--- config.mk ---
export PLATFORM = sky130hd
export DESIGN_NAME = dtcc_ctrl
export DESIGN_NICKNAME = d
export VERILOG_FILES = /design/src/hw/rtl/dtcc_pkg.sv /design/src/hw/rtl/dtcc_ctrl.sv
export SDC_FILE = /design/constraint.sdc
export NUM_CORES = 1
export LEC_CHECK = 0
export BUFFER_PORTS_ARGS = -buffer_cell sky130_fd_sc_hd__clkbuf_2
export CAP_MARGIN = 25
export CORE_AREA = 2 2 39 41
export CTS_BUF_LIST = sky130_fd_sc_hd__clkbuf_8
export CTS_CLUSTER_SIZE = 16
export DETAILED_ROUTE_END_ITERATION = 8
export DIE_AREA = 0 0 41 43
export PLACE_DENSITY = 0.67
export SETUP_SLACK_MARGIN = 0.02
export SYNTH_ARGS = -nofsm -noshare
export SYNTH_HDL_FRONTEND = slang
export SYNTH_SLANG_ARGS = --single-unit
--- constraint.sdc ---
create_clock -name clk -period 5.3 [get_ports clk]
set_clock_uncertainty 0.2 [all_clocks]
set_input_delay 1.06 -clock clk [delete_from_list [all_inputs] [get_ports clk]]
set_output_delay 1.06 -clock clk [all_outputs]
set_load 0.01 [all_outputs]
--- src/hw/rtl/dtcc_pkg.sv ---
// Shared constants and controller/datapath interface types for the cross-correlator.
package dtcc_pkg;

  localparam int MagW     = 16;
  localparam int LenW     = 13;
  localparam int OffW     = 15;
  localparam int HistAw   = 15;
  localparam int TmplAw   = 12;
  localparam int CntW     = 40;
  localparam int LagW     = 41;
  localparam int SumW     = 28;
  localparam int SqW      = 44;
  localparam int SqHalfW  = 22;
  localparam int DevW     = 28;
  localparam int NormW    = 56;
  localparam int AccW     = 60;
  localparam int RemW     = 61;
  localparam int QW       = 15;
  localparam int StepW    = 6;
  localparam int CfgIdxW  = 2;
  localparam int CfgDataW = 15;

  localparam logic [LenW-1:0] MaxTemplate = 13'd4096;
  localparam logic [OffW-1:0] MaxOffset   = 15'd16384;
  localparam logic [LenW-1:0] LenReset    = 13'd256;
  localparam logic [OffW-1:0] OffReset    = 15'd8192;

  localparam logic [CfgIdxW-1:0] RegLen = 2'd0;
  localparam logic [CfgIdxW-1:0] RegOff = 2'd1;

  localparam logic [StepW-1:0] MagSteps  = 6'd16;
  localparam logic [StepW-1:0] SqrtSteps = 6'd28;
  localparam logic [StepW-1:0] DivSteps  = 6'd15;

  typedef struct packed {
    logic load;
    logic mag_step;
    logic capture;
    logic dev_mul1;
    logic dev_mul2;
    logic dev_rad;
    logic sqrt_step;
    logic norm;
    logic dot_start;
    logic dot_run;
    logic div_init;
    logic div_step;
    logic finish;
  } cmd_t;

  typedef struct packed {
    logic mag_done;
    logic last_cap;
    logic tmpl_ready;
    logic sqrt_done;
    logic dot_done;
    logic div_done;
    logic out_free;
  } stat_t;

endpackage

--- src/hw/rtl/dtcc_ctrl.sv ---
// Sequencer that steps one input transfer through magnitude, capture, statistics,
// correlation and normalization.
module dtcc_ctrl (
  input  logic           clk,
  input  logic           clear,
  input  logic           in_valid,
  output logic           in_ready,
  output dtcc_pkg::cmd_t cmd,
  input  dtcc_pkg::stat_t st
);

  localparam logic [3:0] S_IDLE   = 4'd0;
  localparam logic [3:0] S_MAG    = 4'd1;
  localparam logic [3:0] S_CAPT   = 4'd2;
  localparam logic [3:0] S_CHK    = 4'd3;
  localparam logic [3:0] S_DEV1   = 4'd4;
  localparam logic [3:0] S_DEV2   = 4'd5;
  localparam logic [3:0] S_DEV3   = 4'd6;
  localparam logic [3:0] S_SQRT   = 4'd7;
  localparam logic [3:0] S_NORM   = 4'd8;
  localparam logic [3:0] S_DSTART = 4'd9;
  localparam logic [3:0] S_DOT    = 4'd10;
  localparam logic [3:0] S_DINIT  = 4'd11;
  localparam logic [3:0] S_DIV    = 4'd12;
  localparam logic [3:0] S_FIN    = 4'd13;

  logic [3:0] state;
  logic [3:0] state_next;

  assign in_ready = (state == S_IDLE);

  always_comb begin
    state_next = state;
    cmd = '0;
    case (state)
      S_IDLE: begin
        if (in_valid) begin
          cmd.load = 1'b1;
          state_next = S_MAG;
        end
      end
      S_MAG: begin
        if (st.mag_done) state_next = S_CAPT;
        else cmd.mag_step = 1'b1;
      end
      S_CAPT: begin
        cmd.capture = 1'b1;
        state_next = S_CHK;
      end
      S_CHK: begin
        if (st.last_cap) state_next = S_DEV1;
        else if (st.tmpl_ready) state_next = S_DSTART;
        else state_next = S_IDLE;
      end
      S_DEV1: begin
        cmd.dev_mul1 = 1'b1;
        state_next = S_DEV2;
      end
      S_DEV2: begin
        cmd.dev_mul2 = 1'b1;
        state_next = S_DEV3;
      end
      S_DEV3: begin
        cmd.dev_rad = 1'b1;
        state_next = S_SQRT;
      end
      S_SQRT: begin
        if (st.sqrt_done) state_next = S_NORM;
        else cmd.sqrt_step = 1'b1;
      end
      S_NORM: begin
        cmd.norm = 1'b1;
        state_next = S_DSTART;
      end
      S_DSTART: begin
        cmd.dot_start = 1'b1;
        state_next = S_DOT;
      end
      S_DOT: begin
        cmd.dot_run = 1'b1;
        if (st.dot_done) state_next = S_DINIT;
      end
      S_DINIT: begin
        cmd.div_init = 1'b1;
        state_next = S_DIV;
      end
      S_DIV: begin
        if (st.div_done) state_next = S_FIN;
        else cmd.div_step = 1'b1;
      end
      S_FIN: begin
        if (st.out_free) begin
          cmd.finish = 1'b1;
          state_next = S_IDLE;
        end
      end
      default: state_next = S_IDLE;
    endcase
  end

  always_ff @(posedge clk) begin
    if (clear) state <= S_IDLE;
    else state <= state_next;
  end

  a_accept_busy: assert property (@(posedge clk) disable iff (clear)
    (in_valid && in_ready) |=> !in_ready)
    else $error("input taken while an item is in flight");

  a_finish_free: assert property (@(posedge clk) disable iff (clear)
    cmd.finish |-> st.out_free)
    else $error("result loaded over an untaken result");

  a_sqrt_bound: assert property (@(posedge clk) disable iff (clear)
    cmd.sqrt_step |-> !st.sqrt_done)
    else $error("square root stepped past its end");

  a_dot_ready: assert property (@(posedge clk) disable iff (clear)
    cmd.dot_start |-> st.tmpl_ready)
    else $error("correlation started without templates");

endmodule

## Word-level counts from Yosys, hierarchy flattened

Index checks and enable logic that the tools add are counted.

- Flip-flop bits (word level): 4
- Logic and storage cells: 49
- Output and inout bits: 14

- Reduce and logical (&&, ||, !) cells: 2
- Equal/unequal tests: 19
- Multiplexer cells: 27

Operators with widths:

| cell | count |
|---|---|
| $pmux 4 s14 | 1 |
| $mux 4 | 8 |
| $eq 4x4->1 const B | 6 |
| $mux 1 | 18 |
| $eq 4x3->1 const B | 4 |
| $ne 2x2->1 const B | 6 |
| $eq 4x2->1 const B | 2 |
| $reduce_and 6->1 | 1 |
| $eq 4x1->1 const B | 1 |
| $logic_not 4->1 | 1 |

## Logic depth before layout (Yosys ltp)

Gate-level depths: netlist (run 1).

- Depth in word-level cells: 3
- Depth in mapped cells: 5

## Worst setup path before layout (run 1)

Ideal clock, no wire load.

- Kind: register to output
- From: register state[1]
- To: output port cmd[12] (netlist name)
- Setup slack: 2.548 ns
- Cell stages (with the launch flop): 5
- Required time: 4.040 ns
- Path buffers: 2
- Arrival: 1.492 ns
- Path through: dfxtp_1 -> clkbuf_1 -> clkbuf_1 -> nor4_1 -> and2_1

RTL lines:

| what | RTL line | RTL |
|---|---|---|
| start, declared | dtcc_ctrl.sv:27 | `logic [3:0] state;` |
| start signal, assigned | dtcc_ctrl.sv:103 | `else state <= state_next;` |
| end, declared | dtcc_ctrl.sv:8 | `output dtcc_pkg::cmd_t cmd,` |

==> run metrics, run 1 <==
drt pass-1 iters=4; Mapped Cells=68; maximum VDD drop=258 uV; dominant cells by area after synthesis=dfxtp_1 16%, nor3_1 7.0%, nor2_1 5.3%; WP data arrival=1550 ps; total CTS buffers=3; Starting Density=36.1%; max-cap viol count=0; Internal Power=133 uW; sequential power share=32.1%; # clock sinks=4; total grt overflow=0; final net count=98; synth cell count leaders=7 x nor2_1, 7 x nor3_1, 6 x clkbuf_1, 5 x a21oi_1, 4 x dfxtp_1; vias in the first global route=442; max FFs per register=4; Setup Viol. Count Final=0; switch share=41.3%; worst path bufs/invs=1; sequential area share after synthesis=16.0%; NetSw=93.6 uW; Top FF cell, synth=dfxtp_1; Clk pwr share=28.2%; Place WS=2490 ps; DRT antenna net count=0; post_cts resized=0; Final Routed Wirelength=1.20 mm; Synth Register Bits=4; final setup margin=2490 ps; Hold Crit Depth=2; setup_tns=0 ps; I/O pins=24; CP Launch Type=flop; Power Density=359 nW/um2; Port Buf Inserts=23; f_max=0.356 GHz; HP Class=flop to flop; CTS Root Cell=clkbuf_8; critical path class=flop to output port; mapped cell area=499 um2; Comb power frac=39.7%; RR Startpoint=state[3]; DP HPWL=863 um; CTS tree=yes; Die H=43 um; fin crit share=53.0%; first-pass GRT wire length=1.99 mm; Die X=41 um; syn nets=78; Post-synth EDFFs=0; area leader, netlist=dfxtp_1; Yosys top cell area share=16.0%; via count=558; Tmin final=2810 ps; RSZ-0062 raised after global routing=no; share of layout cells above drive strength 1=34.9%; worst hold start=state[2]; Layout Area Growth over Synthesis=26.3%; FF-to-FF setup slack=2850 ps; Fin. Hold Viols=0; setup bufs post-CTS=0; R2R Path End=state[0]; Max clock buf depth=2; die area=1760 um2; # hold bufs at CTS=0; Critical Path Fanout Max=23; Tot GR Track Use=15.7%; post-synth cell types=30; H-tree levels=1; routability cong.=0.785; relative slew slack=53.7%; status=finished, final reports clean; Initial DRC Count=9; largest net degree at the start of global routing=24; Largest regs=state (4); Finished Cell Area=631 um2; Leak=0.000269 uW; Critical Path Max Stage Delay=750 ps; Core ar.=1380 um2; WHS Endpoint=state[2]; Cell Area, Placed=589 um2; Worst Reg-to-Reg Cells=4; cell chain of the critical path=nand2_1, nor4_1, clkbuf_2; Worst Setup End Kind=output port; Largest Register=state; # rows=14; Worst path slowest cell=dfxtp_1; Avg Cell Area, Syn=7.34 um2; YS warnings=0; Crit path required time=4040 ps; Slew @ Worst Pin=693 ps; asr flop ratio synth=0%; via/cell ratio=5.47; Worst-Skew Late Latency=220 ps; DRC=0; Worst-path clk slew=30 ps; initial antenna violation count=0; Slew Viols, Final=0; cell family with most CP delay=flip-flops; drt wl/cell=11.8 um; ANT cells=0
==> cell type report <==
class | instances | area, um2
clock buffer | 3 | 41.3
fill | 148 | 753
inverter | 3 | 11.3
multi-input combinational | 53 | 363
sequential | 4 | 80.1
tap | 16 | 20.0
timing repair buffer | 23 | 115
==> cell families after synthesis <==
kind of cell    share of synthesized area, %
compound gates                          23.1
buf+inv                                 11.3
flops                                   16.0
mux                                     8.77
simple gates                            40.9
==> cells in the final DEF (no fill, tap or decap), types with 2 or more instances in the layout <==
| cell type | synthesis | final |
|---|---|---|
| nor4_1 | 2 | 2 |
| nor3b_1 | 2 | 2 |
| nand2b_1 | 3 | 3 |
| nor2_1 | 7 | 7 |
| dfxtp_1 | 4 | 4 |
| a21oi_1 | 5 | 5 |
| nor3b_2 | 2 | 2 |
| a221oi_1 | 2 | 2 |
| or4_1 | 2 | 2 |
| clkbuf_8 | 0 | 3 |
| o31ai_1 | 2 | 2 |
| inv_1 | 3 | 3 |
| nand2_1 | 3 | 3 |
| o211a_1 | 2 | 2 |
| clkbuf_2 | 0 | 23 |
| nor3_1 | 7 | 7 |
==> power by group through the flow <==
stage | clock network (uW) | registers, uW | logic (uW)
floorplan | 0 | 41.3 | 99.8
global placement | 0 | 73.9 | 89.2
detailed placement | 0 | 72.8 | 89.4
CTS | 65.7 | 72.4 | 90.3
global route | 70.1 | 78.0 | 99.6
finish | 63.9 | 72.7 | 89.9
==> worst max-delay path by stage <==
stage | startpoint | end | slack (ps) | cells after the start
final | state[0] | cmd[11] | 2490 | 3
after global routing | state[0] | cmd[11] | 2300 | 3
after CTS | st[6] | cmd[11] | 2490 | 3
after detailed placement | st[6] | cmd[11] | 2490 | 3
after global placement | st[6] | cmd[11] | 2510 | 3
after floorplan | state[1] | cmd[12] | 2550 | 4
==> layer usage <==
layer  GRT usage (%)  share of wire (%)  vias up
met5               0                  0        -
met4            2.00                  0        0
met3            4.71                1.7        0
met2            21.6                 53        5
met1            24.2                 45      264
li1                -                  -      289
==> per-stage QoR <==
| stage | power [uW] | utilization [%] | hold slack [ps] | std cells |
|---|---|---|---|---|
| floorplan | 141 | - | 537 | 68 |
| detailed placement | 162 | 42.6 | 537 | 99 |
| global route | 248 | 45.6 | 614 | 102 |
| finish | 226 | 45.6 | 539 | 102 |
| CTS | 228 | 45.6 | 545 | 102 |
| global placement | 163 | 42.6 | 554 | 99 |
==> worst reg2reg max path: stages, from the launching register on <==
cell and delay [ps]:
dfxtp_1 750, nor3b_1 180, mux4_2 530, or4_1 530, o211a_1 140
Note: power is estimated with default switching activity, not from simulation.
==> inputs of run 2 (changes only) <==
--- a/config.mk
+++ b/config.mk
@@ -12,7 +12,7 @@
 export CTS_CLUSTER_SIZE = 16
 export DETAILED_ROUTE_END_ITERATION = 8
 export DIE_AREA = 0 0 41 43
-export PLACE_DENSITY = 0.67
+export PLACE_DENSITY = 0.7
 export SETUP_SLACK_MARGIN = 0.02
 export SYNTH_ARGS = -nofsm -noshare
 export SYNTH_HDL_FRONTEND = slang
==> constraint.sdc (replaced) <==
create_clock -name clk -period 2.4 [get_ports clk]
set_clock_uncertainty 0.2 [all_clocks]
set_input_delay 0.48 -clock clk [delete_from_list [all_inputs] [get_ports clk]]
set_output_delay 0.48 -clock clk [all_outputs]
set_load 0.01 [all_outputs]
==> run 2 against run 1 <==
Effect of this change:
- sequential power is 80% higher
- clock-buffer cell count stayed put
- via count is 8.8% higher
==> run metrics, run 2 (synthesis gave the netlist of run 1 again) <==
Largest Register=state; Filler cells=135 (-8.8%); Initial DRC Count=17 (+8); setup_tns=0 ps (unchanged); # rows=14 (unchanged); post_cts resized=0 (unchanged); status=finished, final reports clean; ANT cells=0 (unchanged); Critical Path Max Stage Delay=420 ps (-330 ps); initial antenna violation count=0 (unchanged); maximum VDD drop=306 uV (+18%); Setup Viol. Count Final=0 (unchanged); CTS Root Cell=clkbuf_8; Comb power frac=47.3% (+7.6 points); sequential power share=24.9% (-7.2 points); Worst Setup End Kind=output port; max-cap viol count=0 (unchanged); cell family with most CP delay=simple AND/OR/NAND/NOR gates; HP Class=primary input to flop; f_max=0.443 GHz; H-tree levels=1 (unchanged); Clk pwr share=27.8% (-0.4 points); fin crit share=94.2%; drt pass-1 iters=5 (+1); commonest non-fill, non-tap cell in the layout=clkbuf_2; routability cong.=0.782 (-0.34%); Layout Area Growth over Synthesis=30.8%; DRC=0 (unchanged); total grt overflow=0 (unchanged); Register Area=80.1 um2 (unchanged); Worst-Skew Late Latency=220 ps (about the same); Tmin final=2260 ps; via count=607 (+8.8%); Die X=41 um (unchanged); Power Density=805 nW/um2 (+120%); CTS tree=yes; worst path bufs/invs=2 (+1); setup bufs post-CTS=0 (unchanged); Cell Area, Placed=612 um2 (+3.8%); Worst path slowest cell=dfxtp_1; die area=1760 um2 (unchanged); Fin. Hold Viols=0 (unchanged); largest net degree at the start of global routing=18 (-25%); max FFs per register=4 (unchanged); Internal Power=308 uW (+130%); CP Launch Type=flop; drt wl/cell=12.8 um (+8.4%); Finished Cell Area=653 um2 (+3.6%); Leak=0.000285 uW (+5.9%); Slew Viols, Final=0 (unchanged); final net count=101 (+3.1%); # hold bufs at CTS=0 (unchanged); final setup margin=140 ps (-2350 ps); WP data arrival=1580 ps (+30 ps); relative slew slack=60.8% (+7.0 points); critical path class=flop to output port; Layout Cells excl Fill=105 (+2.9%); Worst-path clk slew=30 ps (about the same); Crit path required time=1720 ps (-2320 ps); Place WS=258 ps (-2230 ps); via/cell ratio=5.78 (+5.7%); Critical Path Fanout Max=14 (-39%); switch share=41.5% (+0.12 points); Die H=43 um (unchanged); total CTS buffers=3 (unchanged); FF-to-FF setup slack=230 ps (-2620 ps); vias in the first global route=459 (+3.8%); fin util=47.2% (+1.6 points); Tot GR Track Use=16.6% (+0.97 points); NetSw=218 uW (+130%); cell chain of the critical path=buf_4, nor4_1, and2_1, clkbuf_2; Placed Cells incl. Taps=102 (+3.0%); first-pass GRT wire length=2.00 mm (+0.70%); RSZ-0062 raised after global routing=no; # clock sinks=4 (unchanged); Slew @ Worst Pin=588 ps (-105 ps); Max clock buf depth=2 (unchanged); most frequent cells in the layout=23 x clkbuf_2, 7 x nor2_1, 7 x nor3_1; Starting Density=36.1% (unchanged); DP HPWL=1.01 mm (+17%); share of layout cells above drive strength 1=37.1% (+2.2 points); Largest regs=state (4); DRT antenna net count=0 (unchanged); Final Routed Wirelength=1.34 mm (+12%); Core ar.=1380 um2 (unchanged); multi-input combinational cell area=363 um2 (unchanged); Port Buf Inserts=23 (unchanged); I/O pins=24 (unchanged)
-- run 2: power by group through the flow --
| stage | clock (uW) | sequential, uW | combinational [uW] |
|---|---|---|---|
| after CTS | 149 | 129 | 248 |
| after floorplan | 0 | 91.1 | 220 |
| after global routing | 151 | 136 | 274 |
| after global placement | 0 | 129 | 247 |
| final | 146 | 131 | 248 |
| after detailed placement | 0 | 130 | 246 |
-- run 2: per-layer routing --
metal / part of all wire, % / GRT usage, % / up-vias
met2: 49 / 21.9 / 23
met3: 4.5 / 3.14 / 2
met1: 44 / 24.0 / 285
li1: - / - / 297
met5: 0 / 0 / -
met4: 2.2 / 10.0 / 0
-- run 2: path summary, 6_finish.rpt --
path,start,end,depth (start not counted)
worst max-delay path,state[0],cmd[12],4
worst min-delay path,clear,state[3],2
worst max register to register,state[3],state[0],4
worst min register to register,state[2],state[1],2
-- run 2: area by class of cell --
type / instances / share of cell area [%]
well taps: 16 / 3.07
inverters: 3 / 1.72
flip-flops and latches: 4 / 12.3
multi-input cells: 53 / 55.6
repair buffers: 26 / 21.1
clock buffers: 3 / 6.32
-- run 2: worst reg2reg max path, cell delays in order, from the launching register on --
cell	delay (ps)
dfxtp_1	550
nor3b_1	130
mux4_2	500
or4_1	540
o211a_1	140
-- run 2: through the flow --
step	hold slack [ps]	power [uW]
CTS	284	525
global placement	450	376
detailed placement	446	376
floorplan	359	312
global route	299	561
finish	287	526
==> inputs of run 3 (changes only) <==
--- a/config.mk
+++ b/config.mk
@@ -12,7 +12,7 @@
 export CTS_CLUSTER_SIZE = 16
 export DETAILED_ROUTE_END_ITERATION = 8
 export DIE_AREA = 0 0 41 43
-export PLACE_DENSITY = 0.7
+export PLACE_DENSITY = 0.72
 export SETUP_SLACK_MARGIN = 0.02
 export SYNTH_ARGS = -nofsm -noshare
 export SYNTH_HDL_FRONTEND = slang
==> run 3 against run 2 <==
Effect of this change:
- cell area rose by 0.96%
- sequential share of layout area fell by 0.12 points
- die area unchanged
- via count down 0.66%
- clock power down 5%
- wire length shrank 5.3%
- total power is 0.32% lower
- core utilization grew 0.45 points
- cell count is the same
- hold slack better by 12 ps
- first-iteration DRC count decreased by 41%
- combinational power about the same
- critical path type is now flop to flop
- largest cell class unchanged
- highest routed layer unchanged
==> run metrics, run 3 (synthesis gave the netlist of run 1 again) <==
Max clock buf depth=2 (unchanged); # rows=14 (unchanged); die area=1760 um2 (unchanged); cell chain of the critical path=nor3b_1, mux4_2, or4_1, o211a_1; Finished Cell Area=659 um2 (+0.96%); via/cell ratio=5.74 (-0.66%); Cell Area, Placed=612 um2 (unchanged); I/O pins=24 (unchanged); Slew Viols, Final=0 (unchanged); largest net degree at the start of global routing=18 (unchanged); R2R Path End=state[0]; status=finished, final reports clean; Crit path required time=2300 ps (+580 ps); crit path capture=state[0]; Die H=43 um (unchanged); HP Class=primary input to flop; DP HPWL=976 um (-3.5%); Worst path slowest cell=dfxtp_1; via count=603 (-0.66%); Worst Reg-to-Reg Cells=4 (unchanged); Leak=0.000286 uW (+0.45%); RR Startpoint=state[0]; most frequent cells in the layout=23 x clkbuf_2, 7 x nor2_1, 7 x nor3_1; worst path bufs/invs=0 (-2); ANT cells=0 (unchanged); initial antenna violation count=0 (unchanged); Layout Area Growth over Synthesis=32.1%; RSZ-0062 raised after global routing=no; hold slack=299 ps (+11.8 ps); Initial DRC Count=10 (-7); final net count=101 (unchanged); Setup Viol. Count Final=0 (unchanged); setup_tns=0 ps (unchanged); f_max=0.444 GHz (+0.36%); setup bufs post-CTS=0 (unchanged); Largest Register=state; DRT antenna net count=0 (unchanged); Tmin final=2250 ps (-8.14 ps); Die X=41 um (unchanged); Tot GR Track Use=16.1% (-0.55 points); CTS tree=yes; WP data arrival=2150 ps (+570 ps); DRC=0 (unchanged); Critical Path Stages=4 (unchanged); total grt overflow=0 (unchanged); Placed Cells incl. Taps=102 (unchanged); drt pass-1 iters=4 (-1); commonest non-fill, non-tap cell in the layout=clkbuf_2; first-pass GRT wire length=2.04 mm (+2.0%); top routing layer used=met4; Critical Path Source=state[0]; Port Buf Inserts=23 (unchanged); max FFs per register=4 (unchanged); critical path class=flop to flop; WL met1=573 um (-3.2%); relative slew slack=58.6% (-2.2 points); total CTS buffers=3 (unchanged); Worst-path clk slew=30 ps (about the same); Fin. Hold Viols=0 (unchanged); max-cap viol count=0 (unchanged); maximum VDD drop=330 uV (+7.9%); post_cts resized=0 (unchanged); met3 WL post-DR=86 um (+43%); Slew @ Worst Pin=621 ps (+33.1 ps); Critical Path Max Stage Delay=630 ps (+210 ps); drt wl/cell=12.1 um (-5.3%); fin crit share=93.8% (-0.34 points); Critical Path Fanout Max=16 (+2); Starting Density=36.1% (unchanged); met2 wire length=609 um (-7.9%); # hold bufs at CTS=0 (unchanged); cell family with most CP delay=simple AND/OR/NAND/NOR gates; Power Density=794 nW/um2 (-1.3%); Largest regs=state (4); CP Launch Type=flop; share of layout cells above drive strength 1=38.2% (+1.1 points); CTS Root Cell=clkbuf_8; Final Routed Wirelength=1.27 mm (-5.3%); H-tree levels=1 (unchanged); Worst-Skew Late Latency=210 ps (about the same); FF-to-FF setup slack=150 ps (-80 ps); # clock sinks=4 (unchanged); routability cong.=0.768 (-1.8%); Core ar.=1380 um2 (unchanged); Worst Setup End Kind=flop; fin util=47.6% (+0.45 points); Layout Cells excl Fill=105 (unchanged); vias in the first global route=510 (+11%)
-- run 3: changes by cell type in the layout (fill, tap and decap cells not counted) --
cell    delta
nor4_1     -1
nor4_2     +1
-- run 3: worst min-delay path by stage --
stage               end      from  cells after the start  slack [ps]
6_report       state[3]     clear                      2         300
5_1_grt        state[3]     clear                      2         300
4_1_cts        state[3]     clear                      2         290
3_5_place_dp   state[1]  state[2]                      2         450
3_3_place_gp   state[1]  state[2]                      2         450
2_1_floorplan  state[2]     clear                      1         360
-- run 3: routing by layer --
layer	vias up	global-route usage [%]
met4	0	4.67
met1	286	21.0
met2	21	25.0
li1	294	-
met3	2	4.19
met5	-	0
-- run 3: report_power, final --
group,switching (uW),internal [uW],total (uW)
combinational,127,121,248
clock,32.0,107,139
sequential,54.4,82.9,137
-- run 3: final cells by class --
cell class                 instances  area (um2)
fill                             144         724
timing repair buffer              26         138
sequential                         4        80.1
multi-input combinational         53         369
inverter                           3        11.3
tap                               16        20.0
clock buffer                       3        41.3
-- run 3: through the flow --
stage / worst slack (ps) / power [uW]
2_1_floorplan: 228 / 312
3_3_place_gp: 252 / 376
3_5_place_dp: 185 / 377
4_1_cts: 185 / 517
5_1_grt: 83.3 / 565
6_report: 148 / 524
-- run 3: worst reg2reg max path: stages, from the launching register on --
cell	delay, ps
dfxtp_1	630
nor3b_1	140
mux4_2	500
or4_1	540
o211a_1	140
